--- config.mk ---
export PLATFORM = sky130hd
export DESIGN_NAME = bpb_ctrl
export DESIGN_NICKNAME = d
export VERILOG_FILES = /design/src/rtl/bpb_pkg.sv /design/src/rtl/bpb_ctrl.sv
export SDC_FILE = /design/constraint.sdc
export NUM_CORES = 1
export LEC_CHECK = 0
export ABC_CLOCK_PERIOD_IN_PS = 850
export BUFFER_PORTS_ARGS = -buffer_cell sky130_fd_sc_hd__buf_4
export CORE_AREA = 2 2 39 41
export CTS_CLUSTER_DIAMETER = 30
export DETAILED_ROUTE_END_ITERATION = 10
export DIE_AREA = 0 0 41 43
export GPL_ROUTABILITY_DRIVEN = 0
export PLACE_DENSITY = 0.36
export SETUP_SLACK_MARGIN = 0.5
export SLEW_MARGIN = 20
export SYNTH_ARGS = -nofsm -noshare
export SYNTH_HDL_FRONTEND = slang
export SYNTH_SLANG_ARGS = --single-unit
--- constraint.sdc ---
create_clock -name clk -period 0.85 [get_ports clk]
set_input_delay 0.085 -clock clk [delete_from_list [all_inputs] [get_ports clk]]
set_output_delay 0.085 -clock clk [all_outputs]
set_load 0.01 [all_outputs]
--- src/rtl/bpb_pkg.sv ---
// Shared types and constants of the bimodal branch predictor with target buffer.
package bpb_pkg;

  localparam int TargetSets     = 128;
  localparam int TargetWays     = 4;
  localparam int CounterEntries = 512;

  localparam int AddrW     = 64;
  localparam int SizeW     = 4;
  localparam int CfgW      = 4;
  localparam int CntW      = 8;
  localparam int SetW      = $clog2(TargetSets);
  localparam int WayW      = (TargetWays > 1) ? $clog2(TargetWays) : 1;
  localparam int TagW      = AddrW - 2 - SetW;
  localparam int StampW    = 32;
  localparam int LaneW     = 3;
  localparam int Lanes     = 1 << LaneW;
  localparam int CidxW     = $clog2(CounterEntries);
  localparam int CrowW     = CidxW - LaneW;
  localparam int CRows     = CounterEntries / Lanes;
  localparam int InDataW   = 136;
  localparam int InUserW   = 2;
  localparam int OutDataW  = 8;

  localparam logic [CfgW-1:0] CfgReset = CfgW'(2);

  typedef struct packed {
    logic              vld;
    logic [TagW-1:0]   tag;
    logic [StampW-1:0] stamp;
  } bpb_way_t;

  typedef bpb_way_t [TargetWays-1:0] bpb_row_t;

  typedef struct packed {
    logic load;
    logic commit;
  } bpb_cmd_t;

  // Counter maximum for a raw width setting, clamped to one to eight bits.
  function automatic logic [CntW-1:0] cnt_max(input logic [CfgW-1:0] bits);
    logic [CfgW-1:0] eff;
    eff = bits;
    if (bits == '0) eff = CfgW'(1);
    else if (bits > CfgW'(CntW)) eff = CfgW'(CntW);
    cnt_max = CntW'((9'd1 << eff) - 9'd1);
  endfunction

endpackage

--- src/rtl/bpb_ctrl.sv ---
// Controller of the predictor: accepts words and sequences lookup and commit.
module bpb_ctrl (
  input  logic            clk,
  input  logic            rst_n,
  input  logic            in_tvalid,
  output logic            in_tready,
  output logic            out_tvalid,
  input  logic            out_tready,
  output bpb_pkg::bpb_cmd_t cmd
);

  typedef enum logic [1:0] {
    ST_IDLE = 2'b01,
    ST_EXEC = 2'b10
  } state_t;

  state_t state_r, state_nxt;
  logic   out_valid_r, out_valid_nxt;
  logic   room;

  assign room       = !out_valid_r || out_tready;
  assign in_tready  = (state_r == ST_IDLE);
  assign out_tvalid = out_valid_r;
  assign cmd.load   = in_tvalid && (state_r == ST_IDLE);
  assign cmd.commit = (state_r == ST_EXEC) && room;

  always_comb begin
    state_nxt     = state_r;
    out_valid_nxt = out_valid_r && !out_tready;
    unique case (state_r)
      ST_IDLE: begin
        if (in_tvalid) state_nxt = ST_EXEC;
      end
      ST_EXEC: begin
        if (room) begin
          state_nxt     = ST_IDLE;
          out_valid_nxt = 1'b1;
        end
      end
      default: state_nxt = ST_IDLE;
    endcase
  end

  always_ff @(posedge clk) begin
    if (!rst_n) begin
      state_r     <= ST_IDLE;
      out_valid_r <= 1'b0;
    end else begin
      state_r     <= state_nxt;
      out_valid_r <= out_valid_nxt;
    end
  end

endmodule

==> results of run 1 <==
-- cell usage after synthesis --
cell	n	area, sq um
dfxtp_1	3	60.1
nand2b_1	2	12.5
nor2b_1	2	12.5
a21boi_1	1	7.51
and3b_1	1	8.76
and4bb_2	1	12.5
o21a_1	1	7.51
o21ai_1	1	5.00
-- cell usage in the layout, fill, tap and decap left out, types with 2 or more instances in the layout --
master / n
buf_4: 5
dfxtp_2: 2
buf_6: 4
clkbuf_4: 3
nor2b_4: 2
-- registers in the layout (all words and copies together), names as in the netlist --
| signal | flops |
|---|---|
| state_r | 2 |
| out_tvalid | 1 |
-- stage by stage --
step                instances  worst slack, ns  hold WS (ns)
global placement           35           0.0115         0.285
CTS                        41           -0.164        0.0321
finish                     41           -0.150        0.0383
detailed placement         35          -0.0103         0.293
floorplan                  12           0.0167         0.165
global route               41           -0.195        0.0375
-- cell type report --
cell class              instances  area [sq um]
fillers                       162          1090
clock buffers                   4          26.3
multi-input cells               9          93.8
well taps                      16          20.0
flip-flops and latches          3          66.3
repair buffers                  9          82.6
-- worst max-delay path, delay by kind of cell (launching register included) --
family,cells,cell delay (ns)
buf+inv,1,0.10
flops,1,0.34
simple gates,1,0.24
-- routing by layer --
| layer | GRT usage (%) | part of all wire, % | up-vias | routed length, um |
|---|---|---|---|---|
| li1 | - | - | 68 | - |
| met1 | 4.13 | 34 | 57 | 117 |
| met2 | 5.94 | 45 | 8 | 156 |
| met3 | 3.14 | 20 | 0 | 70 |
| met4 | 8.00 | 0 | 0 | 0 |
| met5 | 0 | 0 | - | 0 |
-- cell families after synthesis --
group,after synthesis,synth area share (%)
DFF,3,47.5
and+or+nand+nor,6,36.6
AOI/OAI and AO/OA,3,15.8
-- final timing paths --
path,start,end,cells after the start
max,state_r[1],cmd[1],2
max reg2reg,state_r[1],state_r[1],3
min,rst_n,state_r[0],2
min reg2reg,out_tvalid,out_tvalid,2
-- report_power, final --
group / leakage (uW) / switching (uW) / internal (uW)
sequential: 0.0000255 / 6.61 / 148
combinational: 0.0000979 / 26.1 / 56.2
clock: 0.0000150 / 68.2 / 176
total: 0.000138 / 101 / 380
-- what timing repair did --
action	4_1_cts	5_1_grt
pin swaps	1	2
setup buffers	2	0
setup endpoints to repair	7	7
hold buffers	0	0
resized for setup	6	5
==> impl_metrics.csv, run 1 <==
group,metric,value,unit
synth,synth-seq-cells,3,
power_and_ir_drop,totalPowerFinal,481,uW
grt,overflow,0,
synth,seq_area_frac_synth,47.5,%
routing,drt-vias-per-instance,3.24,
cells_and_area,antennaDiodeCount,0,
placed_design,place_area,205,sq um
synth,post_synth.cell_area_avg,10.5,sq um
timing,fmax,1000,MHz
routing,first_iter_violations,1,
worst_setup_path,critical_path_required,0.76,ns
timing,setup_ws,-0.150,ns
routing,ant_nets,0,
synth,synth.distinct_cells,8,
floorplan,die_area,1760,sq um
clocking,cts-root-buf,"clkbuf_4",
placed_design,io_buffer_count,7,
clocking,htree_num_levels,1,
timing,rsz0062_at_grt,"true",
clocking,cts_tree,"done",
outcome,status,"finished with violations",
worst_setup_path,cp.arrival,0.91,ns
floorplan,core,1380,sq um
floorplan,dieWidth,41,um
routing,drt_first_pass_iters,4,
timing,maxSlewHeadroom,93.5,%
power_and_ir_drop,p_leak,0.000138,uW
clocking,numCtsBuffers,3,
floorplan,io_pins,8,
cells_and_area,drive_gt1_share,84.0,%
synth,netlist_area,126,sq um
grt,grt_max_degree,5,
routing,drc_errors,0,
cells_and_area,nets,30,
timing,period_share,118,%
worst_setup_path,crit_fanout,3,
timing,hold_viol_final,0,
timing,tns,-0.608,ns
grt,grt_pass1_wl,496,um
job,maxCapViolations,0,
worst_setup_path,cpPeakStageDelay,0.34,ns
routing,wl_per_cell,8.39,um
clocking,clk_pin_slew,0.04,ns
grt,grt_pass1_vias,147,
timing,setup_viol,5,
synth,syn-num-nets,16,
cells_and_area,final_util,20.9,%
worst_setup_path,crit_chain,"and3b_2 > buf_6",
clocking,cts.sink_count,3,
power_and_ir_drop,worst_ir_drop_vdd,0.358,mV
grt,antenna_found_initial,0,
clocking,cts_buffer_depth,2,
power_and_ir_drop,power_density,1660,nW/um^2
clocking,clk_latency,0.23,ns
synth,yosysWarnings,0,
min_path,hp-class,"primary input to flip-flop",
timing,drv_slew,0,
cells_and_area,fin_area,289,sq um
outcome,violations,"negative setup slack",
floorplan,start_util,9.13,%
worst_setup_path,end_kind,"primary output",
timing,skew,0.000887,ns
grt,grt.total_usage,5.00,%
synth,synthCells,12,
timing,tightest_slew,0.0974,ns
worst_setup_path,timing.reg2reg.setup_slack,-0.13,ns
floorplan,rows,14,
worst_setup_path,worstSetupStartpointType,"flip-flop",
worst_setup_path,crit_slowest_cell,"dfxtp_4",
routing,wl,344,um
floorplan,die_h,43,um
routing,vias,133,
worst_setup_path,worstSetupPathType,"flip-flop to primary output",
timing,min_period,1.00,ns
cells_and_area,area_growth,129,%
Power figures use the tool's default switching activity.
==> run 2, diff against run 1 <==
--- a/config.mk
+++ b/config.mk
@@ -5,7 +5,7 @@
 export SDC_FILE = /design/constraint.sdc
 export NUM_CORES = 1
 export LEC_CHECK = 0
-export ABC_CLOCK_PERIOD_IN_PS = 850
+export ABC_CLOCK_PERIOD_IN_PS = 1300
 export BUFFER_PORTS_ARGS = -buffer_cell sky130_fd_sc_hd__buf_4
 export CORE_AREA = 2 2 39 41
 export CTS_CLUSTER_DIAMETER = 30
==> constraint.sdc (replaced) <==
create_clock -name clk -period 1.3 [get_ports clk]
set_input_delay 0.13 -clock clk [delete_from_list [all_inputs] [get_ports clk]]
set_output_delay 0.13 -clock clk [all_outputs]
set_load 0.01 [all_outputs]
==> impl_metrics.csv, run 2 (same netlist as run 1, synthesis figures left out) <==
group,metric,value,unit
outcome,status,"completed",
worst_setup_path,critical_path_required,1.17,ns
cells_and_area,layout_common_cells,"7 x buf_4, 3 x clkbuf_4, 2 x dfxtp_2, 2 x buf_6",
timing,rsz0062_at_grt,"true",
cells_and_area,largest_register_ffs,2,
routing,vias,140,
routing,wl,362,um
timing,tns,0,ns
worst_setup_path,crit_fanout,4,
grt,grt_pass1_wl,545,um
routing,first_iter_violations,1,
worst_setup_path,worstSetupPathType,"flip-flop to primary output",
timing,maxSlewHeadroom,92.8,%
floorplan,die_h,43,um
clocking,cts_tree,"done",
routing,wl_per_cell,8.83,um
worst_setup_path,worstSetupStartpointType,"flip-flop",
timing,fmax,950,MHz
cells_and_area,nFillCells,154,
worst_setup_path,end_kind,"primary output",
timing,min_period,1.05,ns
grt,overflow,0,
timing,tightest_slew,0.108,ns
cells_and_area,area_growth,113,%
clocking,cts-root-buf,"clkbuf_4",
worst_setup_path,cp.arrival,0.92,ns
routing,drc_errors,0,
power_and_ir_drop,worst_ir_drop_vdd,0.245,mV
clocking,cts.sink_count,3,
floorplan,die_area,1760,sq um
routing,drt_first_pass_iters,2,
clocking,clk_latency,0.23,ns
timing,drv_slew,0,
clocking,numCtsBuffers,3,
cells_and_area,antennaDiodeCount,0,
timing,hold_viol_final,0,
grt,grt.total_usage,5.31,%
routing,drt-vias-per-instance,3.41,
power_and_ir_drop,power_density,1130,nW/um^2
cells_and_area,nets,30,
timing,setup_ws,0.248,ns
grt,grt_pass1_vias,149,
cells_and_area,seqCellArea,66.3,sq um
floorplan,core,1380,sq um
timing,setup_viol,0,
timing,period_share,80.9,%
job,maxCapViolations,0,
floorplan,rows,14,
floorplan,io_pins,8,
min_path,hp-class,"primary input to flip-flop",
clocking,htree_num_levels,1,
grt,antenna_found_initial,0,
routing,ant_nets,0,
power_and_ir_drop,p_leak,0.000119,uW
timing,skew,0.000973,ns
cells_and_area,drive_gt1_share,80.0,%
clocking,cts_buffer_depth,2,
cells_and_area,multi_input_comb_area,81.3,sq um
floorplan,start_util,9.13,%
clocking,clk_pin_slew,0.03,ns
clocking,hold_buffers,0,
placed_design,io_buffer_count,7,
grt,grt_max_degree,5,
floorplan,dieWidth,41,um
placed_design,dp_slack,0.443,ns
cells_and_area,regMostFlops,"state_r",
cells_and_area,final_common_cell,"buf_4",
run 2: path summary, 6_finish.rpt:
check	start	to	slack, ns	depth (start not counted)
worst min register to register	state_r[1]	out_tvalid	0.52	2
worst min-delay path	rst_n	state_r[0]	0.09	2
worst max register to register	state_r[1]	state_r[1]	0.32	3
worst max-delay path	state_r[1]	cmd[1]	0.25	2
run 2: report_power, final:
group          leakage, uW  switching [uW]  internal, uW
Combinational    0.0000785            15.0          29.2
Sequential       0.0000255            4.58          97.1
Clock            0.0000150            44.0           115
run 2: layout make-up:
| class | instances | area share (%) |
|---|---|---|
| flip-flops and latches | 3 | 24.7 |
| multi-input cells | 9 | 30.2 |
| repair buffers | 9 | 27.9 |
| clock buffers | 4 | 9.77 |
| well taps | 16 | 7.44 |
run 2: stage by stage:
| step | utilization [%] | cell area (sq um) | power (uW) | hold WS (ns) | cells |
|---|---|---|---|---|---|
| final | 19.4 | 269 | 305 | 0.0862 | 41 |
| after global routing | 19.4 | 269 | 331 | 0.0838 | 41 |
| after CTS | 18.0 | 249 | 312 | 0.0880 | 40 |
| after detailed placement | 14.6 | 203 | 137 | 0.336 | 35 |
| after global placement | 14.6 | 203 | 137 | 0.330 | 35 |
| after floorplan | - | 130 | 117 | 0.210 | 12 |
run 2: layer usage:
| metal | wire length, um | track usage (%) | vias up |
|---|---|---|---|
| li1 | - | - | 68 |
| met1 | 140 | 4.14 | 64 |
| met2 | 164 | 6.88 | 8 |
| met3 | 57 | 4.71 | 0 |
| met4 | 0 | 6.00 | 0 |
| met5 | 0 | 0 | - |
run 2: critical path, stage by stage, from the launching register on:
cell	delay, ns
dfxtp_4	0.35
and3b_2	0.25
buf_6	0.10
run 2: repair_timing:
item,in CTS,in global routing
buffers inserted,1,1
endpoints found under the setup margin,5,6
gates resized for setup,3,4
pin swaps,0,1
hold endpoints to repair,0,0
==> run 3, diff against run 2 <==
--- a/config.mk
+++ b/config.mk
@@ -5,14 +5,15 @@
 export SDC_FILE = /design/constraint.sdc
 export NUM_CORES = 1
 export LEC_CHECK = 0
-export ABC_CLOCK_PERIOD_IN_PS = 1300
+export ABC_AREA = 1
+export ABC_CLOCK_PERIOD_IN_PS = 1050
 export BUFFER_PORTS_ARGS = -buffer_cell sky130_fd_sc_hd__buf_4
 export CORE_AREA = 2 2 39 41
 export CTS_CLUSTER_DIAMETER = 30
 export DETAILED_ROUTE_END_ITERATION = 10
 export DIE_AREA = 0 0 41 43
 export GPL_ROUTABILITY_DRIVEN = 0
-export PLACE_DENSITY = 0.36
+export PLACE_DENSITY = 0.37
 export SETUP_SLACK_MARGIN = 0.5
 export SLEW_MARGIN = 20
 export SYNTH_ARGS = -nofsm -noshare
==> constraint.sdc (replaced) <==
create_clock -name clk -period 1.05 [get_ports clk]
set_input_delay 0.105 -clock clk [delete_from_list [all_inputs] [get_ports clk]]
set_output_delay 0.105 -clock clk [all_outputs]
set_load 0.01 [all_outputs]
==> impl_metrics.csv, run 3 <==
group,metric,value,unit
outcome,status,"completed",
synth,synthXorXnorAreaFrac,0,%
synth,yosysTopAreaCell,"dfxtp_1",
worst_setup_path,crit_end,"cmd[0]",
timing,hold_viol_final,0,
worst_setup_path,critical_path_required,0.94,ns
routing,vias,164,
worst_setup_path,worstReg2RegStart,"state_r[1]",
timing,setup_viol,0,
synth,synth_most_common_cell,"inv_1",
worst_setup_path,path_buf_inv,2,
routing,wl,386,um
placed_design,io_buffer_count,7,
timing,period_share,97.0,%
min_path,hold_path_depth,2,
cells_and_area,regMostFlops,"state_r",
floorplan,core,1380,sq um
worst_setup_path,cp_num_cells,4,
cells_and_area,fin_cells,49,
timing,setup_ws,0.0319,ns
timing,min_period,1.02,ns
synth,yosysWarnings,0,
synth,synth_top_cell_area_share,42.9,%
synth,post_synth.cell_area_avg,7.79,sq um
clocking,clk_pin_slew,0.04,ns
worst_setup_path,crit_slowest_cell,"dfxtp_2",
placed_design,dp.cells,41,
clocking,htree_num_levels,1,
synth,syn-num-nets,22,
synth,seq_area_frac_synth,42.9,%
floorplan,rows,14,
synth,yosys.area_share.simple,32.1,%
routing,drt_first_pass_iters,3,
synth,async_flop_share,0,%
routing,first_iter_violations,7,
worst_setup_path,startpoint,"out_tvalid",
grt,antenna_found_initial,0,
cells_and_area,nets,38,
worst_setup_path,end_kind,"primary output",
clocking,cts.sink_count,3,
synth,synth-adder-area-share,0,%
worst_setup_path,r2r.worst_path.cells,7,
job,maxCapViolations,0,
worst_setup_path,cp.arrival,0.91,ns
routing,wl_per_cell,7.88,um
clocking,clk_latency,0.23,ns
routing,drt-vias-per-instance,3.35,
power_and_ir_drop,worst_ir_drop_vdd,0.317,mV
placed_design,hpwl,260,um
synth,netlist_area,140,sq um
clocking,cts_buffer_depth,2,
worst_setup_path,worstSetupStartpointType,"flip-flop",
power_and_ir_drop,totalPowerFinal,409,uW
worst_setup_path,cpPeakStageDelay,0.34,ns
cells_and_area,final_common_cell,"buf_4",
cells_and_area,largest_register_ffs,2,
power_and_ir_drop,power_density,1310,nW/um^2
synth,synth_compound_area_share,11.6,%
grt,grt.total_usage,4.20,%
grt,grt_max_degree,5,
cells_and_area,nFillCells,150,
cells_and_area,antennaDiodeCount,0,
cells_and_area,layout_common_cells,"8 x buf_4, 3 x nand2_1, 3 x clkbuf_4, 3 x buf_6",
floorplan,io_pins,8,
synth,synth-seq-cells,3,
floorplan,die_h,43,um
synth,synthTopCellsByCount,"5 x inv_1, 3 x dfxtp_1, 3 x nand2_1",
cells_and_area,fin_area,312,sq um
worst_setup_path,crit_fanout,3,
cells_and_area,drive_gt1_share,78.8,%
timing,drv_slew,0,
worst_setup_path,crit_chain,"inv_2 > nor2_4 > nor3_2 > buf_4",
synth,synth.distinct_cells,9,
worst_setup_path,worstSetupPathType,"flip-flop to primary output",
cells_and_area,area_growth,122,%
routing,ant_nets,0,
grt,grt_pass1_wl,434,um
power_and_ir_drop,p_leak,0.000142,uW
synth,synth_top_family_by_area,"simple AND/OR/NAND/NOR gates",
worst_setup_path,r2r-end,"state_r[0]",
clocking,numCtsBuffers,3,
worst_setup_path,timing.reg2reg.setup_slack,0.09,ns
routing,drc_errors,0,
timing,fmax,982,MHz
clocking,cts_tree,"done",
clocking,cts-root-buf,"clkbuf_4",
timing,rsz0062_at_grt,"true",
synth,synthCells,18,
floorplan,start_util,10.1,%
synth,synth_edf_count,0,
timing,tightest_slew,0.122,ns
floorplan,dieWidth,41,um
synth,synthTopCellsByArea,"dfxtp_1 43%, inv_1 13%, nor2_2 8.9%",
placed_design,place_area,224,sq um
min_path,hp-class,"primary input to flip-flop",
placed_design,dp_slack,0.231,ns
synth,ys.flop_type,"dfxtp_1",
grt,overflow,0,
synth,muxShareOfSynthArea,0,%
floorplan,die_area,1760,sq um
timing,skew,0.00304,ns
timing,tns,0,ns
timing,maxSlewHeadroom,91.8,%
worst_setup_path,critPathTopFamily,"flip-flops",
grt,grt_pass1_vias,135,
-- run 3: cell types whose count changed in the layout (fill, tap and decap cells not counted), sizes merged --
cell,before,now
nor3,0,1
inv,0,5
a21boi,1,0
nand3,0,1
buf,9,11
nand2b,2,0
nor2b,2,0
o21ai,1,0
nor2,0,2
and3b,1,0
and4bb,1,0
nand2,0,4
a21oi,0,1
-- run 3: worst min-delay path by stage --
stage	start	end	slack (ns)
CTS	rst_n	state_r[0]	0.03
detailed placement	rst_n	state_r[0]	0.29
global route	rst_n	state_r[0]	0.03
global placement	rst_n	state_r[0]	0.30
floorplan	rst_n	state_r[0]	0.17
finish	rst_n	state_r[0]	0.04
-- run 3: cell type report --
class,instances,area [sq um],share of cell area [%]
flip-flops and latches,3,66.3,21.3
well taps,16,20.0,6.43
multi-input cells,10,83.8,26.9
repair buffers,11,93.8,30.1
inverters,5,21.3,6.83
clock buffers,4,26.3,8.43
-- run 3: kinds of logic after synthesis --
family,Yosys count
AND/OR/NAND/NOR,8
buffers and inverters,5
flip-flops,3
AO/OA/AOI/OAI,2
-- run 3: through the flow --
stage	hold WS, ns	utilization (%)
floorplan	0.174	-
global placement	0.298	16.2
detailed placement	0.292	16.2
CTS	0.0315	20.1
global route	0.0327	22.5
finish	0.0441	22.5
-- run 3: power by group --
| group | switching (uW) | internal (uW) |
|---|---|---|
| clock network | 61.5 | 143 |
| registers | 6.47 | 120 |
| logic | 33.5 | 44.7 |
-- run 3: repair_timing --
action                                 in CTS  in global routing
setup endpoints to repair                   7                  7
pin swaps                                   2                  1
endpoints found under the hold margin       0                  0
setup buffers                               1                  3
hold buffers                                0                  0
resized for setup                           6                  4
-- run 3: per-layer routing --
layer  track usage [%]  vias up  wire length [um]
li1                  -       83                 -
met1              3.50       75               159
met2              5.00        6               195
met3              4.71        0                31
met4              4.00        0                 0
met5                 0        -                 0
